$ cat config.mk
export PLATFORM = sky130hd
export DESIGN_NAME = joystick_dead_zone_and_thrust_top
export DESIGN_NICKNAME = d
export VERILOG_FILES = /design/src/rtl/jdzt_pkg.sv /design/src/rtl/joystick_dead_zone_and_thrust_top.sv
export VERILOG_INCLUDE_DIRS = /design/src /design/src/rtl
export SDC_FILE = /design/constraint.sdc
export NUM_CORES = 1
export LEC_CHECK = 0
export BUFFER_PORTS_ARGS = -buffer_cell sky130_fd_sc_hd__buf_4
export CORE_MARGIN = 5
export CORE_UTILIZATION = 50
export DETAILED_ROUTE_END_ITERATION = 8
export GPL_TIMING_DRIVEN = 0
export PLACE_DENSITY = 0.77
export SLEW_MARGIN = 15
export SYNTH_ARGS = -nofsm -noshare
export SYNTH_HDL_FRONTEND = slang
export SYNTH_SLANG_ARGS = --single-unit
$ cat constraint.sdc
create_clock -name clk_i -period 6.1 [get_ports clk_i]
set_clock_uncertainty 0.2 [all_clocks]
set_input_delay 0.305 -clock clk_i [delete_from_list [all_inputs] [get_ports clk_i]]
set_output_delay 0.305 -clock clk_i [all_outputs]
set_load 0.03 [all_outputs]
$ cat src/rtl/joystick_dead_zone_and_thrust_top_defines.svh
// Assertion helpers for the gamepad conditioning block.
// Both sample on clk_i and stay quiet while rst_ni is low.
`ifndef JOYSTICK_DEAD_ZONE_AND_THRUST_TOP_DEFINES_SVH
`define JOYSTICK_DEAD_ZONE_AND_THRUST_TOP_DEFINES_SVH

// Same-cycle implication.
`define JDZT_ASSERT_NOW(lbl, ante, cons, msg) \
  lbl: assert property (@(posedge clk_i) disable iff (!rst_ni) (ante) |-> (cons)) \
    else $error(msg);

// Next-cycle implication.
`define JDZT_ASSERT_NEXT(lbl, ante, cons, msg) \
  lbl: assert property (@(posedge clk_i) disable iff (!rst_ni) (ante) |=> (cons)) \
    else $error(msg);

`endif

$ cat src/rtl/jdzt_pkg.sv
`default_nettype none

package jdzt_pkg;

  localparam int unsigned Q15_W  = 16;
  localparam int unsigned DZ_W   = 15;
  localparam int unsigned STEP_W = 16;
  localparam int unsigned CFG_IDX_W = 3;
  localparam int unsigned CFG_DATA_W = 16;

  // divider: 16 quotient bits per division
  localparam int unsigned DIV_STEPS = 16;
  localparam int unsigned CNT_W     = 4;

  localparam logic [Q15_W:0]     Q15_ONE    = 17'd32768;
  localparam logic [Q15_W:0]     Q15_TWO    = 17'd65536;
  localparam logic [Q15_W-1:0]   Q15_MAX    = 16'h7FFF;
  localparam logic [Q15_W-1:0]   THRUST_FULL = 16'h8000;

  localparam logic [DZ_W-1:0]    PITCH_DZ_RST = 15'd6554;
  localparam logic [DZ_W-1:0]    YAW_DZ_RST   = 15'd9830;
  localparam logic [DZ_W-1:0]    ROLL_DZ_RST  = 15'd3277;
  localparam logic [STEP_W-1:0]  STEP_RST     = 16'd3277;

  localparam logic [CFG_IDX_W-1:0] REG_PITCH_DZ = 3'd0;
  localparam logic [CFG_IDX_W-1:0] REG_YAW_DZ   = 3'd1;
  localparam logic [CFG_IDX_W-1:0] REG_ROLL_DZ  = 3'd2;
  localparam logic [CFG_IDX_W-1:0] REG_STEP     = 3'd3;

  typedef enum logic [3:0] {
    S_IDLE  = 4'b0001,
    S_SETUP = 4'b0010,
    S_DIV   = 4'b0100,
    S_DONE  = 4'b1000
  } jdzt_state_e;

  typedef enum logic [1:0] {
    OP_PITCH = 2'd0,
    OP_ROLL  = 2'd1,
    OP_YAW_L = 2'd2,
    OP_YAW_R = 2'd3
  } jdzt_op_e;

endpackage

`default_nettype wire

$ cat src/rtl/joystick_dead_zone_and_thrust_top.sv
// Gamepad conditioning: one poll in, one conditioned command out.
// Input channel: in_valid_i / in_stall_o with the four axes and five buttons.
// Output channel: out_valid_o / out_stall_i with pitch, yaw, roll, thrust, fire.
// Config port: cfg_we_i writes cfg_data_i into register cfg_idx_i
// (0 pitch dead zone, 1 trigger dead zone, 2 roll dead zone, 3 thrust step);
// other indexes are ignored. Write only while the block is idle.
// One serial restoring divider yields one quotient bit per cycle and is
// shared by the four axis mappings: each runs a setup state and then 16 steps.
// out_valid_o rises and the input side opens again at the same edge, when
// the done state hands the result to the output register.
// The result sits in an output register; while it waits under out_stall_i
// the next poll is accepted and computed, then waits in the done state
// until the output register frees up.
// Reset clears the thrust level, button history and output valid flag, and
// loads the register defaults; no clearing pass is needed.
`default_nettype none

`include "joystick_dead_zone_and_thrust_top_defines.svh"

module joystick_dead_zone_and_thrust_top #(
  parameter int unsigned AXIS_WIDTH = 16
) (
  input  wire logic                                 clk_i,
  input  wire logic                                 rst_ni,
  input  wire logic                                 cfg_we_i,
  input  wire logic [jdzt_pkg::CFG_IDX_W-1:0]       cfg_idx_i,
  input  wire logic [jdzt_pkg::CFG_DATA_W-1:0]      cfg_data_i,
  input  wire logic                                 in_valid_i,
  output logic                                      in_stall_o,
  input  wire logic signed [AXIS_WIDTH-1:0]         axis_roll_i,
  input  wire logic signed [AXIS_WIDTH-1:0]         axis_pitch_i,
  input  wire logic signed [AXIS_WIDTH-1:0]         axis_yaw_left_i,
  input  wire logic signed [AXIS_WIDTH-1:0]         axis_yaw_right_i,
  input  wire logic                                 btn_thrust_down_i,
  input  wire logic                                 btn_thrust_up_i,
  input  wire logic                                 btn_thrust_zero_i,
  input  wire logic                                 btn_thrust_full_i,
  input  wire logic                                 btn_fire_i,
  output logic                                      out_valid_o,
  input  wire logic                                 out_stall_i,
  output logic signed [jdzt_pkg::Q15_W-1:0]         pitch_out_o,
  output logic signed [jdzt_pkg::Q15_W-1:0]         yaw_out_o,
  output logic signed [jdzt_pkg::Q15_W-1:0]         roll_out_o,
  output logic [jdzt_pkg::Q15_W-1:0]                thrust_out_o,
  output logic                                      fire_out_o
);

  localparam int unsigned QW = jdzt_pkg::Q15_W;

  // Q15 views of the axes
  logic [QW-1:0] roll_q15, pitch_q15, yl_q15, yr_q15;

  if (AXIS_WIDTH >= QW) begin : g_trunc
    assign roll_q15  = axis_roll_i[AXIS_WIDTH-1 -: QW];
    assign pitch_q15 = axis_pitch_i[AXIS_WIDTH-1 -: QW];
    assign yl_q15    = axis_yaw_left_i[AXIS_WIDTH-1 -: QW];
    assign yr_q15    = axis_yaw_right_i[AXIS_WIDTH-1 -: QW];
  end else begin : g_pad
    localparam int unsigned PadW = QW - AXIS_WIDTH;
    assign roll_q15  = {axis_roll_i, {PadW{1'b0}}};
    assign pitch_q15 = {axis_pitch_i, {PadW{1'b0}}};
    assign yl_q15    = {axis_yaw_left_i, {PadW{1'b0}}};
    assign yr_q15    = {axis_yaw_right_i, {PadW{1'b0}}};
  end

  // configuration registers
  logic [jdzt_pkg::DZ_W-1:0]   pitch_dz_q, yaw_dz_q, roll_dz_q;
  logic [jdzt_pkg::STEP_W-1:0] step_q;

  always_ff @(posedge clk_i or negedge rst_ni) begin
    if (!rst_ni) begin
      pitch_dz_q <= jdzt_pkg::PITCH_DZ_RST;
      yaw_dz_q   <= jdzt_pkg::YAW_DZ_RST;
      roll_dz_q  <= jdzt_pkg::ROLL_DZ_RST;
      step_q     <= jdzt_pkg::STEP_RST;
    end else if (cfg_we_i) begin
      unique case (cfg_idx_i)
        jdzt_pkg::REG_PITCH_DZ: pitch_dz_q <= cfg_data_i[jdzt_pkg::DZ_W-1:0];
        jdzt_pkg::REG_YAW_DZ:   yaw_dz_q   <= cfg_data_i[jdzt_pkg::DZ_W-1:0];
        jdzt_pkg::REG_ROLL_DZ:  roll_dz_q  <= cfg_data_i[jdzt_pkg::DZ_W-1:0];
        jdzt_pkg::REG_STEP:     step_q     <= cfg_data_i[jdzt_pkg::STEP_W-1:0];
        default: ;
      endcase
    end
  end

  jdzt_pkg::jdzt_state_e state_q, state_d;
  jdzt_pkg::jdzt_op_e    op_q, op_d;
  logic [jdzt_pkg::CNT_W-1:0] cnt_q, cnt_d;

  logic in_acc, out_load;
  assign in_stall_o = (state_q != jdzt_pkg::S_IDLE);
  assign in_acc     = in_valid_i && !in_stall_o;
  assign out_load   = (state_q == jdzt_pkg::S_DONE) && (!out_valid_o || !out_stall_i);

  // captured poll
  logic [QW-1:0] roll_q, pitch_q, yl_q, yr_q;
  logic          fire_q;

  always_ff @(posedge clk_i) begin
    if (in_acc) begin
      roll_q  <= roll_q15;
      pitch_q <= pitch_q15;
      yl_q    <= yl_q15;
      yr_q    <= yr_q15;
      fire_q  <= btn_fire_i;
    end
  end

  // thrust lever, updated on the accepting edge
  logic [QW-1:0] thrust_q, thrust_d, lvl_dn;
  logic [QW:0]   lvl_up;
  logic          down_held_q, up_held_q;

  always_comb begin
    lvl_dn = thrust_q;
    if (btn_thrust_down_i && !down_held_q) begin
      lvl_dn = (thrust_q < step_q) ? '0 : thrust_q - step_q;
    end
    lvl_up = {1'b0, lvl_dn};
    if (btn_thrust_up_i && !up_held_q) begin
      lvl_up = {1'b0, lvl_dn} + {1'b0, step_q};
    end
    priority if (btn_thrust_full_i) begin
      thrust_d = jdzt_pkg::THRUST_FULL;
    end else if (btn_thrust_zero_i) begin
      thrust_d = '0;
    end else if (lvl_up > jdzt_pkg::Q15_ONE) begin
      thrust_d = jdzt_pkg::THRUST_FULL;
    end else begin
      thrust_d = lvl_up[QW-1:0];
    end
  end

  always_ff @(posedge clk_i or negedge rst_ni) begin
    if (!rst_ni) begin
      thrust_q    <= '0;
      down_held_q <= 1'b0;
      up_held_q   <= 1'b0;
    end else if (in_acc) begin
      thrust_q    <= thrust_d;
      down_held_q <= btn_thrust_down_i;
      up_held_q   <= btn_thrust_up_i;
    end
  end

  // operand setup for the current mapping
  logic [QW-1:0]          sel_v;
  logic [jdzt_pkg::DZ_W-1:0] sel_t;
  logic signed [QW:0]     c_sum, c_dif;
  logic signed [QW+1:0]   l_num;
  logic [QW-1:0]          l_ofs;
  logic [QW:0]            set_mag, set_den;
  logic                   set_neg;

  always_comb begin
    unique case (op_q)
      jdzt_pkg::OP_PITCH: begin sel_v = pitch_q; sel_t = pitch_dz_q; end
      jdzt_pkg::OP_ROLL:  begin sel_v = roll_q;  sel_t = roll_dz_q;  end
      jdzt_pkg::OP_YAW_L: begin sel_v = yl_q;    sel_t = yaw_dz_q;   end
      default:            begin sel_v = yr_q;    sel_t = yaw_dz_q;   end
    endcase
    c_sum = $signed({sel_v[QW-1], sel_v}) + $signed({2'b00, sel_t});
    c_dif = $signed({sel_v[QW-1], sel_v}) - $signed({2'b00, sel_t});
    l_num = $signed({sel_v[QW-1], sel_v, 1'b0}) - $signed({3'b000, sel_t});
    l_ofs = {~sel_v[QW-1], sel_v[QW-2:0]};
    if (op_q == jdzt_pkg::OP_PITCH || op_q == jdzt_pkg::OP_ROLL) begin
      set_den = jdzt_pkg::Q15_ONE - {2'b00, sel_t};
      priority if (c_sum[QW]) begin
        set_mag = (~c_sum) + 1'b1;
        set_neg = 1'b1;
      end else if (c_dif[QW]) begin
        set_mag = '0;
        set_neg = 1'b0;
      end else begin
        set_mag = c_dif;
        set_neg = 1'b0;
      end
    end else begin
      set_den = jdzt_pkg::Q15_TWO - {2'b00, sel_t};
      priority if (l_ofs < {1'b0, sel_t}) begin
        // below the travel floor: force -1.0 through the divider
        set_mag = set_den;
        set_neg = 1'b1;
      end else if (l_num[QW+1]) begin
        set_mag = (~l_num[QW:0]) + 1'b1;
        set_neg = 1'b1;
      end else begin
        set_mag = l_num[QW:0];
        set_neg = 1'b0;
      end
    end
  end

  // serial restoring divider: (mag << 15) / den, 16 quotient bits
  logic [QW:0]   rem_q, rem_d, den_q;
  logic [QW-1:0] nb_q, quo_q, quo_d;
  logic          neg_q;
  logic [QW+1:0] trial, diff;
  logic          ge;
  logic [QW-1:0] res_val;

  assign trial = {rem_q, nb_q[QW-1]};
  assign diff  = trial - {1'b0, den_q};
  assign ge    = !diff[QW+1];
  assign rem_d = ge ? diff[QW:0] : trial[QW:0];
  assign quo_d = {quo_q[QW-2:0], ge};
  assign res_val = neg_q ? (~quo_d) + 1'b1 : (quo_d[QW-1] ? jdzt_pkg::Q15_MAX : quo_d);

  logic [QW-1:0] res_q [4];

  always_ff @(posedge clk_i) begin
    if (state_q == jdzt_pkg::S_SETUP) begin
      rem_q <= {1'b0, set_mag[QW:1]};
      nb_q  <= {set_mag[0], {(QW-1){1'b0}}};
      den_q <= set_den;
      neg_q <= set_neg;
      quo_q <= '0;
    end else if (state_q == jdzt_pkg::S_DIV) begin
      rem_q <= rem_d;
      nb_q  <= {nb_q[QW-2:0], 1'b0};
      quo_q <= quo_d;
      if (cnt_q == '0) begin
        res_q[op_q] <= res_val;
      end
    end
  end

  // sequencer
  always_comb begin
    state_d = state_q;
    op_d    = op_q;
    cnt_d   = cnt_q;
    unique case (state_q)
      jdzt_pkg::S_IDLE: begin
        if (in_acc) begin
          state_d = jdzt_pkg::S_SETUP;
          op_d    = jdzt_pkg::OP_PITCH;
        end
      end
      jdzt_pkg::S_SETUP: begin
        state_d = jdzt_pkg::S_DIV;
        cnt_d   = jdzt_pkg::CNT_W'(jdzt_pkg::DIV_STEPS - 1);
      end
      jdzt_pkg::S_DIV: begin
        cnt_d = cnt_q - 1'b1;
        if (cnt_q == '0) begin
          if (op_q == jdzt_pkg::OP_YAW_R) begin
            state_d = jdzt_pkg::S_DONE;
          end else begin
            state_d = jdzt_pkg::S_SETUP;
            op_d    = jdzt_pkg::jdzt_op_e'(op_q + 2'd1);
          end
        end
      end
      jdzt_pkg::S_DONE: begin
        if (out_load) state_d = jdzt_pkg::S_IDLE;
      end
      default: state_d = jdzt_pkg::S_IDLE;
    endcase
  end

  always_ff @(posedge clk_i or negedge rst_ni) begin
    if (!rst_ni) begin
      state_q <= jdzt_pkg::S_IDLE;
      op_q    <= jdzt_pkg::OP_PITCH;
      cnt_q   <= '0;
    end else begin
      state_q <= state_d;
      op_q    <= op_d;
      cnt_q   <= cnt_d;
    end
  end

  // yaw: half of (right - left), rounded toward minus infinity
  logic signed [QW:0] yaw_diff;
  assign yaw_diff = $signed({res_q[jdzt_pkg::OP_YAW_R][QW-1], res_q[jdzt_pkg::OP_YAW_R]})
                  - $signed({res_q[jdzt_pkg::OP_YAW_L][QW-1], res_q[jdzt_pkg::OP_YAW_L]});

  // output register
  always_ff @(posedge clk_i or negedge rst_ni) begin
    if (!rst_ni) begin
      out_valid_o <= 1'b0;
    end else if (out_load) begin
      out_valid_o <= 1'b1;
    end else if (!out_stall_i) begin
      out_valid_o <= 1'b0;
    end
  end

  always_ff @(posedge clk_i) begin
    if (out_load) begin
      pitch_out_o  <= res_q[jdzt_pkg::OP_PITCH];
      roll_out_o   <= res_q[jdzt_pkg::OP_ROLL];
      yaw_out_o    <= yaw_diff[QW:1];
      thrust_out_o <= thrust_q;
      fire_out_o   <= fire_q;
    end
  end

  `JDZT_ASSERT_NEXT(a_accept_starts, in_acc, state_q == jdzt_pkg::S_SETUP,
                    "accept did not start setup")
  `JDZT_ASSERT_NOW(a_rem_below_den, state_q == jdzt_pkg::S_DIV, rem_q < den_q,
                   "remainder not below divisor")
  `JDZT_ASSERT_NOW(a_thrust_range, 1'b1, thrust_q <= jdzt_pkg::THRUST_FULL,
                   "thrust above full scale")
  `JDZT_ASSERT_NOW(a_done_last_op, state_q == jdzt_pkg::S_DONE,
                   op_q == jdzt_pkg::OP_YAW_R, "finished before last axis")
  `JDZT_ASSERT_NEXT(a_load_sets_valid, out_load, out_valid_o, "result load lost")

endmodule

`default_nettype wire

==> qor.txt <==
Via count -> 15,300
Die Height -> 206 µm
DR pass1 iterations -> 6
Final Slew Violations -> 0
Die width -> 206 µm
Core area -> 37,800 µm²
Final period utilization -> 0.971
Crit path capture type -> flop
Synth Flop Type -> edfxtp_1
Overall routed net length -> 51,600 µm
Routability Congestion -> 0.977
First-pass GRT wire length -> 80,700 µm
Max-Cap Viols -> 0
Final worst setup slack -> 174 ps
Vias in the first global route -> 14,900
Worst reg2reg path startpoint -> op_q[1]
FP Rows -> 71
Clock buffer depth -> 3
Layout Area Growth over Synthesis -> 21.6%
Post-DP Area -> 21,100 µm²
Crit-path leading delay family -> simple AND/OR/NAND/NOR gates
Worst IR drop on VDD -> 0.274 mV
Critical path type -> flop to flop
Total gr overflow -> 0
Fin. Hold Viols -> 0
Via/cell ratio -> 5.86
Initial core utilization -> 0.509
Post-synthesis cell type count -> 84
Synth warn -> 0
Seq/Total Area, Yosys -> 0.494
Slowest-stage cell, CP -> or4_4
Syn Std Cell Area -> 19,200 µm²
Status -> finished clean
Avg Inst Size Synth -> 10.8 µm²
Final instance area -> 23,400 µm²
Total track usage -> 0.240
Crit-path max cell delay -> 580 ps
Async SR Flop Fraction -> 0.269
Post-Layout Cell Count -> 2,604
Remaining DRCs -> 0
Seq pwr share -> 0.252
Worst R2R Path Depth -> 19
Post-synth EDFFs -> 229
Switching Power -> 5.85 mW
Diode count -> 0
CP endpoint -> rem_q[15]
Critical Path RT -> 6320 ps
Dpl ws -> -1060 ps
Reg2reg setup slack -> 170 ps
Post-layout minimum cycle time -> 5930 ps
HP Class -> primary input to flop
Pint -> 7.11 mW
Largest net degree at the start of global routing -> 91
Nets -> 2,282
IO Count -> 160
Syn_nets -> 1,995
PwrDens -> 555 nW/µm²
DRT iter0 DRCs -> 1,304
Switching share of power -> 0.452
Arrival time worst endpoint -> 6140 ps
Leakage -> 9.38 nW
DP Wirelength -> 37,500 µm
CTS Buf Count -> 37
Power share of the clock group -> 0.164
Reg2Reg Capture Point -> rem_q[15]
Combinational power share -> 0.584
Area of the multi-input gates -> 9160 µm²
Crit path depth -> 19
Total area of sequential cells -> 9490 µm²
# port buffers -> 159
CTS tree -> done
CTS root buf -> clkbuf_16
Final antenna-violating net count -> 0
CTS Sinks -> 335
Slew HR -> 0.333
Cells after DPL -> 2,451
Most frequent cells in the layout -> 229 x edfxtp_1, 165 x buf_4, 128 x nor2_1
Antenna violations before repair -> 3
WL/cell -> 19.8 µm
Post-synthesis cell count -> 1,778
Critical Path Start -> op_q[1]
Filler cell count -> 2,981
Flops & latches, synth -> 335
Worst-Skew Late Latency -> 550 ps
Critical-path maximum fanout -> 10
Fraction of layout cells with a size suffix above 1 -> 0.179
Die area -> 42,400 µm²
CP Launch Type -> flop
Maximum clock frequency -> 169 MHz
Buf/Inv on CP -> 6
Total Neg Setup Slack -> 0 ps
Commonest non-fill, non-tap cell in the layout -> edfxtp_1
Crit-path cells -> inv_1 -> ha_1 -> buf_2 -> buf_4 -> clkbuf_4 -> buf_4 -> a222oi_1 -> a21oi_2 -> ha_1 -> clkbuf_1 -> nand4_1 -> o21ai_1 -> a211oi_1 -> or4_4 -> or4_4 -> or4b_1 -> o211a_1 -> o21ai_1 -> a31o_1
Setup violators final -> 0
H-tree Lvls -> 2
Clk slew on worst S/H paths -> 60 ps
Worst-Margin Slew -> 990 ps
power by group through the flow:
stage / clock network [mW] / logic, mW / registers, mW
4_1_cts: 2.15 / 7.34 / 3.26
5_1_grt: 2.27 / 8.19 / 3.31
2_1_floorplan: 0 / 5.32 / 3.24
6_report: 2.12 / 7.57 / 3.27
3_5_place_dp: 0 / 7.19 / 3.30
3_3_place_gp: 0 / 7.05 / 3.30
cells by family (layout without fill, tap and decap cells):
logic type               after synthesis  after routing  synth area share
AO/OA/AOI/OAI                        506            506             0.177
AND/OR/NAND/NOR                      425            425             0.107
flip-flops                           335            335             0.494
buffers and inverters                187            502            0.0370
adder cells (fa/ha/maj)              124            124            0.0835
XOR/XNOR                             121            121            0.0552
multiplexers                          80             80            0.0460
Yosys cell counts (all sizes together) (17+ instances only):
cell type,count,share of area
nand3,31,0.0081
a31oi,28,0.0091
o21ai,103,0.027
nor3,45,0.012
and3,17,0.0055
clkbuf,58,0.011
a22o,33,0.015
mux2,66,0.039
xnor2,88,0.040
dfstp,29,0.040
ha,117,0.076
xor2,33,0.015
a21oi,127,0.033
o21a,18,0.0070
o211ai,17,0.0066
inv,118,0.023
nor2,128,0.025
nand2b,19,0.0062
nor2b,18,0.0059
a211oi,18,0.0070
dfrtp,61,0.079
edfxtp,229,0.36
a21o,25,0.0098
nand2,98,0.019
per-stage QoR:
stage               hold slack [ps]  power, mW   util
finish                         19.3       13.0  0.619
global route                   14.2       13.8  0.619
CTS                            3.66       12.8  0.616
detailed placement              205       10.5  0.560
global placement                202       10.4  0.557
floorplan                      -191       8.56      -
worst min-delay path, delay by kind of cell:
| kind | cells | cell delay [ps] |
|---|---|---|
| mux | 1 | 230 |
| simple gates | 1 | 100 |
| buf+inv | 1 | 100 |
how the worst min path moves through the flow:
stage	startpoint	to	depth (start not counted)
global route	cfg_idx_i[2]	pitch_dz_q[2]	3
global placement	res_q[1][11]	roll_out_o[11]	0
CTS	cfg_idx_i[0]	pitch_dz_q[2]	3
floorplan	rst_ni	cnt_q[0]	0
detailed placement	res_q[0][8]	pitch_out_o[8]	0
finish	cfg_idx_i[0]	pitch_dz_q[2]	3
routing by layer:
metal | global-route usage | routed length (µm)
met5 | 0 | 0
met4 | 0.0789 | 1580
met3 | 0.0334 | 3260
met2 | 0.404 | 24900
met1 | 0.322 | 21800
state kept, by name (all words and copies together), names as in the netlist, 2 cells and up:
| register | flops |
|---|---|
| state_q | 4 |
| pitch_out_o | 16 |
| pitch_dz_q | 15 |
| quo_q | 15 |
| step_q | 16 |
| cnt_q | 4 |
| thrust_q | 16 |
| den_q | 17 |
| thrust_out_o | 16 |
| yl_q | 16 |
| yaw_dz_q | 15 |
| roll_q | 16 |
| res_q | 64 |
| op_q | 2 |
| rem_q | 17 |
| roll_out_o | 16 |
| pitch_q | 16 |
| roll_dz_q | 15 |
| yaw_out_o | 16 |
| yr_q | 16 |
timing repair:
item                                    in CTS  in global routing
buffers inserted                             3                  1
pin swaps                                    2                  4
hold buffers                                89                  0
endpoints found under the setup margin      33                 32
endpoints found under the hold margin      198                  0
gates resized for setup                     22                 26
cell type report:
cell class	instances	share of cell area
clock inverter	18	0.00643
buffer	60	0.0113
tap	511	0.0274
clock buffer	49	0.0430
inverter	120	0.0194
timing repair buffer	255	0.0942
multi-input combinational	1256	0.392
sequential	335	0.406
No activity file was read; power rests on OpenSTA's default activity.
